File: config.mk
export PLATFORM = sky130hd
export DESIGN_NAME = sort_two_lists_and_merge
export DESIGN_NICKNAME = d
export VERILOG_FILES = /design/src/design/stlm_pkg.sv /design/src/design/sort_two_lists_and_merge.sv
export SDC_FILE = /design/constraint.sdc
export NUM_CORES = 2
export LEC_CHECK = 0
export ABC_CLOCK_PERIOD_IN_PS = 5800
export BUFFER_PORTS_ARGS = -buffer_cell sky130_fd_sc_hd__buf_2
export CAP_MARGIN = 0
export CORE_MARGIN = 8
export CORE_UTILIZATION = 37
export DETAILED_ROUTE_END_ITERATION = 7
export GPL_TIMING_DRIVEN = 0
export PLACE_DENSITY = 0.63
export SYNTH_ARGS = -nofsm -noshare
export SYNTH_HDL_FRONTEND = slang
export SYNTH_SLANG_ARGS = --single-unit
export TNS_END_PERCENT = 5
File: constraint.sdc
create_clock -name clk -period 5.8 [get_ports clk]
set_input_delay 1.16 -clock clk [delete_from_list [all_inputs] [get_ports clk]]
set_output_delay 1.16 -clock clk [all_outputs]
set_load 0.02 [all_outputs]
File: src/design/stlm_pkg.sv
// shared constants and types for the two-list sort and merge block
`timescale 1ns / 1ps

package stlm_pkg;

	// list storage geometry
	localparam int LIST_DEPTH = 32;
	localparam int DATA_WIDTH = 32;
	localparam int IDX_W      = (LIST_DEPTH > 1) ? $clog2(LIST_DEPTH) : 1;
	localparam int CNT_W      = 6;
	localparam int TOT_W      = CNT_W + 1;

	// port field widths
	localparam int VALUE_W    = 32;
	localparam int REQ_W      = 2;

	// request codes carried in the input tuser
	localparam logic [REQ_W-1:0] REQ_APPEND_A = 2'd0;
	localparam logic [REQ_W-1:0] REQ_APPEND_B = 2'd1;
	localparam logic [REQ_W-1:0] REQ_RUN      = 2'd2;

	// sequencer states
	typedef enum logic [6:0] {
		ST_IDLE  = 7'b0000001,
		ST_SCAN  = 7'b0000010,
		ST_SWAP1 = 7'b0000100,
		ST_SWAP2 = 7'b0001000,
		ST_MRD   = 7'b0010000,
		ST_MCMP  = 7'b0100000,
		ST_MWAIT = 7'b1000000
	} state_t;

endpackage

File: src/design/sort_two_lists_and_merge.sv
// top level: two list stores, selection sort sequencer and two-way merge
//
// Usage:
//   Input transactions on s_*: tuser holds the request (append to list A,
//   append to list B, run), tdata the value to append. Load list_length
//   values into each list, then send a run request. A run clears both fill
//   counters; appends past LIST_DEPTH entries are dropped.
//   The run sorts A, then B, in place with one shared comparator and one
//   read and one write port per list, then merges them ascending (B first
//   on equal values) and sends 2*min(list_length, LIST_DEPTH) values on m_*,
//   tlast on the final one. Values are sign-extended to 32 bits.
//   Sorting does one compare per cycle over the unsorted tail of each list,
//   drains the last read, then swaps in two states (SWAP1, SWAP2) per
//   position; each merged value then passes read, compare and output
//   register states (MRD, MCMP, MWAIT). s_tready is low while a run is busy.
//   A stalled m_tready holds the output register and pauses the merge.
//   Reset clears fill counters and the sequencer and sets list_length to
//   32; list contents are undefined until loaded. cfg_we should write
//   list_length only while idle; the block itself does not enforce this.
`timescale 1ns / 1ps

module sort_two_lists_and_merge
	import stlm_pkg::*;
(
	input  logic                clk,
	input  logic                arst_n,
	input  logic                s_tvalid,
	output logic                s_tready,
	input  logic [VALUE_W-1:0]  s_tdata,  // value
	input  logic [REQ_W-1:0]    s_tuser,  // req_type
	output logic                m_tvalid,
	input  logic                m_tready,
	output logic [VALUE_W-1:0]  m_tdata,  // merged_value
	output logic                m_tlast,
	input  logic                cfg_we,
	input  logic [CNT_W-1:0]    cfg_wdata
);

	state_t state_q;

	logic [CNT_W-1:0] list_length_q;
	logic [CNT_W-1:0] fill_a_q, fill_b_q;
	logic [CNT_W-1:0] len_q;
	logic [CNT_W-1:0] i_q, j_q, ia_q, ib_q;
	logic [TOT_W-1:0] k_q;
	logic [IDX_W-1:0] pidx_q, best_q;
	logic             pend_q, sel_b_q;
	logic signed [DATA_WIDTH-1:0] min_q, first_q;
	logic signed [DATA_WIDTH-1:0] out_q;
	logic             out_valid_q, out_last_q;

	// list memories
	logic signed [DATA_WIDTH-1:0] mem_a [LIST_DEPTH];
	logic signed [DATA_WIDTH-1:0] mem_b [LIST_DEPTH];
	logic signed [DATA_WIDTH-1:0] a_rdata, b_rdata, scan_data;
	logic                         a_we, b_we, rd_en;
	logic [IDX_W-1:0]             a_waddr, b_waddr, a_raddr, b_raddr;
	logic signed [DATA_WIDTH-1:0] wdata;

	logic accept;
	logic [CNT_W-1:0] run_len;
	logic [TOT_W-1:0] total;
	logic take_a;

	assign s_tready  = (state_q == ST_IDLE);
	assign accept    = s_tvalid && s_tready;
	assign m_tvalid  = out_valid_q;
	assign m_tdata   = VALUE_W'(out_q);
	assign m_tlast   = out_last_q;
	assign scan_data = sel_b_q ? b_rdata : a_rdata;
	assign total     = {len_q, 1'b0};

	// clamp the configured length to the store depth
	assign run_len = (list_length_q > CNT_W'(LIST_DEPTH)) ? CNT_W'(LIST_DEPTH) : list_length_q;

	// merge choice: A when it has entries left and B is exhausted or A's head is strictly smaller
	assign take_a = (ia_q < len_q) && ((ib_q >= len_q) || (a_rdata < b_rdata));

	// memory port control
	always_comb begin
		a_we    = 1'b0;
		b_we    = 1'b0;
		a_waddr = fill_a_q[IDX_W-1:0];
		b_waddr = fill_b_q[IDX_W-1:0];
		wdata   = s_tdata[DATA_WIDTH-1:0];
		rd_en   = 1'b0;
		a_raddr = j_q[IDX_W-1:0];
		b_raddr = j_q[IDX_W-1:0];
		unique case (state_q)
			ST_IDLE: begin
				if (accept && s_tuser == REQ_APPEND_A && fill_a_q < CNT_W'(LIST_DEPTH))
					a_we = 1'b1;
				if (accept && s_tuser == REQ_APPEND_B && fill_b_q < CNT_W'(LIST_DEPTH))
					b_we = 1'b1;
			end
			ST_SCAN: begin
				rd_en = (j_q < len_q);
			end
			ST_SWAP1: begin
				a_we    = !sel_b_q;
				b_we    = sel_b_q;
				a_waddr = i_q[IDX_W-1:0];
				b_waddr = i_q[IDX_W-1:0];
				wdata   = min_q;
			end
			ST_SWAP2: begin
				a_we    = !sel_b_q;
				b_we    = sel_b_q;
				a_waddr = best_q;
				b_waddr = best_q;
				wdata   = first_q;
			end
			ST_MRD: begin
				rd_en   = 1'b1;
				a_raddr = ia_q[IDX_W-1:0];
				b_raddr = ib_q[IDX_W-1:0];
			end
			ST_MCMP, ST_MWAIT: ;
			default: ;
		endcase
	end

	always_ff @(posedge clk) begin
		if (a_we)
			mem_a[a_waddr] <= wdata;
		if (rd_en)
			a_rdata <= mem_a[a_raddr];
	end

	always_ff @(posedge clk) begin
		if (b_we)
			mem_b[b_waddr] <= wdata;
		if (rd_en)
			b_rdata <= mem_b[b_raddr];
	end

	// configuration register
	always_ff @(posedge clk or negedge arst_n) begin
		if (!arst_n) begin
			list_length_q <= CNT_W'(32);
		end else if (cfg_we) begin
			list_length_q <= cfg_wdata;
		end
	end

	// sequencer: load, sort each list, merge
	always_ff @(posedge clk or negedge arst_n) begin
		if (!arst_n) begin
			state_q     <= ST_IDLE;
			fill_a_q    <= '0;
			fill_b_q    <= '0;
			len_q       <= '0;
			i_q         <= '0;
			j_q         <= '0;
			ia_q        <= '0;
			ib_q        <= '0;
			k_q         <= '0;
			pend_q      <= 1'b0;
			sel_b_q     <= 1'b0;
			out_valid_q <= 1'b0;
			out_last_q  <= 1'b0;
		end else begin
			unique case (state_q)
				ST_IDLE: begin
					if (a_we)
						fill_a_q <= fill_a_q + 1'b1;
					if (b_we)
						fill_b_q <= fill_b_q + 1'b1;
					if (accept && s_tuser == REQ_RUN) begin
						fill_a_q <= '0;
						fill_b_q <= '0;
						len_q    <= run_len;
						i_q      <= '0;
						j_q      <= '0;
						pend_q   <= 1'b0;
						sel_b_q  <= 1'b0;
						if (run_len != '0)
							state_q <= ST_SCAN;
					end
				end
				ST_SCAN: begin
					// issue one read per cycle over the unsorted tail
					if (j_q < len_q) begin
						j_q    <= j_q + 1'b1;
						pidx_q <= j_q[IDX_W-1:0];
						pend_q <= 1'b1;
					end else begin
						pend_q <= 1'b0;
					end
					// shared compare on the returned entry
					if (pend_q) begin
						if (pidx_q == i_q[IDX_W-1:0]) begin
							min_q   <= scan_data;
							first_q <= scan_data;
							best_q  <= pidx_q;
						end else if (scan_data < min_q) begin
							min_q  <= scan_data;
							best_q <= pidx_q;
						end
					end
					if (j_q >= len_q && !pend_q)
						state_q <= ST_SWAP1;
				end
				ST_SWAP1: begin
					state_q <= ST_SWAP2;
				end
				ST_SWAP2: begin
					if (i_q + 1'b1 < len_q) begin
						i_q     <= i_q + 1'b1;
						j_q     <= i_q + 1'b1;
						state_q <= ST_SCAN;
					end else if (!sel_b_q) begin
						sel_b_q <= 1'b1;
						i_q     <= '0;
						j_q     <= '0;
						state_q <= ST_SCAN;
					end else begin
						ia_q    <= '0;
						ib_q    <= '0;
						k_q     <= '0;
						state_q <= ST_MRD;
					end
				end
				ST_MRD: begin
					state_q <= ST_MCMP;
				end
				ST_MCMP: begin
					// pick the next merged value into the output register
					if (take_a) begin
						out_q <= a_rdata;
						ia_q  <= ia_q + 1'b1;
					end else begin
						out_q <= b_rdata;
						ib_q  <= ib_q + 1'b1;
					end
					out_last_q  <= (k_q == total - 1'b1);
					k_q         <= k_q + 1'b1;
					out_valid_q <= 1'b1;
					state_q     <= ST_MWAIT;
				end
				ST_MWAIT: begin
					if (m_tready) begin
						out_valid_q <= 1'b0;
						state_q     <= out_last_q ? ST_IDLE : ST_MRD;
					end
				end
				default: begin
					state_q <= ST_IDLE;
				end
			endcase
		end
	end

endmodule

==> flow_summary.json <==
{
  "status": "finished, violations left",
  "violations": "negative setup slack",
  "dp_hpwl_mm": 186,
  "rr_endpoint": "mem_b[17][20]",
  "grt_pass1_vias": 56600,
  "antenna_found_initial": 22,
  "clock_latency_ns": 0.87,
  "die_h_um": 513,
  "syn_avg_cell_area_um2": 13.0,
  "synthCells": 7023,
  "wl_mm": 276,
  "synthFlopType": "edfxtp_1",
  "die_width_um": 513,
  "synthesis.nets": 7160,
  "grt_max_degree": 65,
  "cts_root_buffer": "clkbuf_16",
  "core_area_um2": 246000,
  "fillCellCount": 22000,
  "slew_viol_final": 0,
  "synth_area_um2": 91500,
  "synth_cell_type_count": 73,
  "ys_warn_count": 0,
  "postRouteAntennaNets": 0,
  "gp_congestion": 0.936,
  "r2r_setup_slack_ns": -0.02,
  "async_flop_share_pct": 2.89,
  "max-cap-violations": 0,
  "cp.arrival_ns": 6.38,
  "cts_tree": "done",
  "place_inst": 10400,
  "timing.final.hold_violations": 0,
  "leakagePower_nw": 36.0,
  "layout_commonest_cell": "edfxtp_1",
  "fin_cells": 10800,
  "crit_start": "state_q[5]",
  "drt_iter0_markers": 7676,
  "holdWs_ns": 0.139,
  "numCtsBuffers": 215,
  "ys_seq_elements": 2284,
  "clock_path_buffers": 3,
  "cp_max_fo": 18,
  "avgViaCountPerCell": 5.51,
  "overflow": 0,
  "worst_setup_path_start_kind": "flop",
  "timing.final.crit_share_pct": 100,
  "firstDrtPassIters": 7,
  "required_ns": 6.36,
  "r2r-start": "state_q[5]",
  "drcViolationCount": 0,
  "min_period_ns": 5.82,
  "clkTransAtPathRegs_ns": 0.07,
  "start_util_pct": 37.2,
  "wl_per_cell_um": 25.5,
  "clock-sinks": 2284,
  "timing.fmax_ghz": 0.172,
  "grt_usage_pct": 20.1,
  "tightest_slew_ns": 1.46,
  "critPathKind": "flop to flop",
  "fin_util_pct": 43.1,
  "synth-edff-count": 2218,
  "setup_viol": 14,
  "num_vias": 59700,
  "pin_count": 80,
  "portBuffers": 78,
  "row_count": 182,
  "layout.nets": 7552,
  "worstSetupEndpointType": "flop",
  "p_per_area_nw_per_um2": 441,
  "max-slew-margin-rel_pct": 2.05,
  "clock_skew_ns": 0.0264,
  "peakVddDrop_mv": 0.339,
  "die-area_um2": 263000,
  "layout_setup_ws_ns": -0.0189,
  "h-tree-depth": 4,
  "area_growth_pct": 15.8,
  "drive_gt1_share_pct": 10.8,
  "hp-class": "input port to asynchronous set/reset pin",
  "most-common-layout-cells": "edfxtp_1, nand2_1, nand3_1, clkbuf_1, nand4_1",
  "reg2reg_depth": 9,
  "grt_pass1_wl_mm": 393,
  "ys_seq_area_share_pct": 74.6
}
cell type report:
type	count	area, um^2	share of cell area, %
Antenna cell	4	10.0	0.00945
Buffer	384	1580	1.50
Clock buffer	260	5570	5.26
Clock inverter	142	1540	1.45
Inverter	83	312	0.294
Multi-Input combinational cell	4272	22100	20.9
Sequential cell	2284	68300	64.4
Tap cell	3220	4030	3.80
Timing Repair Buffer	175	2530	2.39
sequential cells by signal (all words and copies together), names as in the netlist, 7 cells and up:
name,flops
mem_b,1024
a_rdata,32
m_tdata,32
b_rdata,32
first_q,32
state_q,7
k_q,7
mem_a,1024
min_q,32
worst max path at each step:
stage                     cells past startpoint  slack (ns)            end
final                                         9       -0.02  mem_b[17][20]
after global placement                        4       -2.86      min_q[13]
after floorplan                              12        0.47      best_q[0]
after global routing                          9       -0.07   mem_b[28][2]
after CTS                                    11        0.06    b_rdata[10]
after detailed placement                      9       -0.19    b_rdata[10]
stage by stage:
stage	power [mW]	instance area, um^2	setup WS (ns)	setup TNS, ns
global route	48.3	106000	-0.0667	-2.57
floorplan	26.9	91500	0.472	0
global placement	32.4	95900	-2.86	-2181.28
detailed placement	32.7	98800	-0.186	-0.278
CTS	46.7	106000	0.0644	0
finish	46.7	106000	-0.0189	-0.160
power breakdown:
| part | total, mW | internal (mW) | leakage, nW | switching, mW |
|---|---|---|---|---|
| combinational | 13.5 | 3.51 | 11.8 | 9.95 |
| sequential | 19.0 | 18.8 | 20.8 | 0.197 |
| clock | 14.2 | 7.96 | 3.47 | 6.28 |
synthesized netlist by cell type, drive strengths merged (5+ instances only):
cell    count  area (um^2)
clkbuf    282         1060
o21ai      42          210
nand3b      8         60.1
buf       102          526
inv        83          312
nand2    2192         8230
nor2      137          539
o211ai      5         37.5
nor2b       6         37.5
a221oi     66          785
nand2b     12         75.1
a21o       23          173
xnor2      11         96.3
nand3    1055         5280
and3        5         31.3
a21oi      40          200
nor3       14         70.1
nand4     275         1720
a22o       69          604
edfxtp   2218        66600
dfrtp      64         1600
nor4        5         43.8
a22oi      36          270
mux2       76          871
and2        9         56.3
o21a        7         52.6
a211oi      6         45.0
mux2i       9         90.1
ha         92         1150
xor2       16          140
kinds of logic (layout without fill, tap and decap cells):
kind of cell,count (synthesis),count (layout),share of synthesized area (%)
adders and majority gates,92,92,1.26
and+or+nand+nor,3737,3737,17.8
muxes,85,85,1.05
buffers and inverters,467,1044,2.07
xor gates and xnor gates,27,27,0.258
DFF,2284,2284,74.6
AOI/OAI and AO/OA,331,331,2.94
other,0,4,0
routing by layer:
layer	share of wire, %	global-route usage, %
met1	38	25.8
met2	47	32.6
met3	10	5.07
met4	4.7	8.38
met5	0	0
critical path, stage by stage, from the launching register on:
cell,delay [ns]
dfrtp_1,0.44
or3_1,0.50
nor4_1,1.18
nor2_1,0.42
clkbuf_1,0.33
clkbuf_1,0.45
a21oi_1,0.46
nand3_1,0.65
nor2_4,0.77
buf_12,0.27
repair_timing:
action,CTS,global route
pin swaps,0,1
setup endpoints to repair,2,3
hold buffers,0,0
buffers inserted,0,2
resized for setup,1,0
gates cloned,0,0
Power figures use the tool's default switching activity.
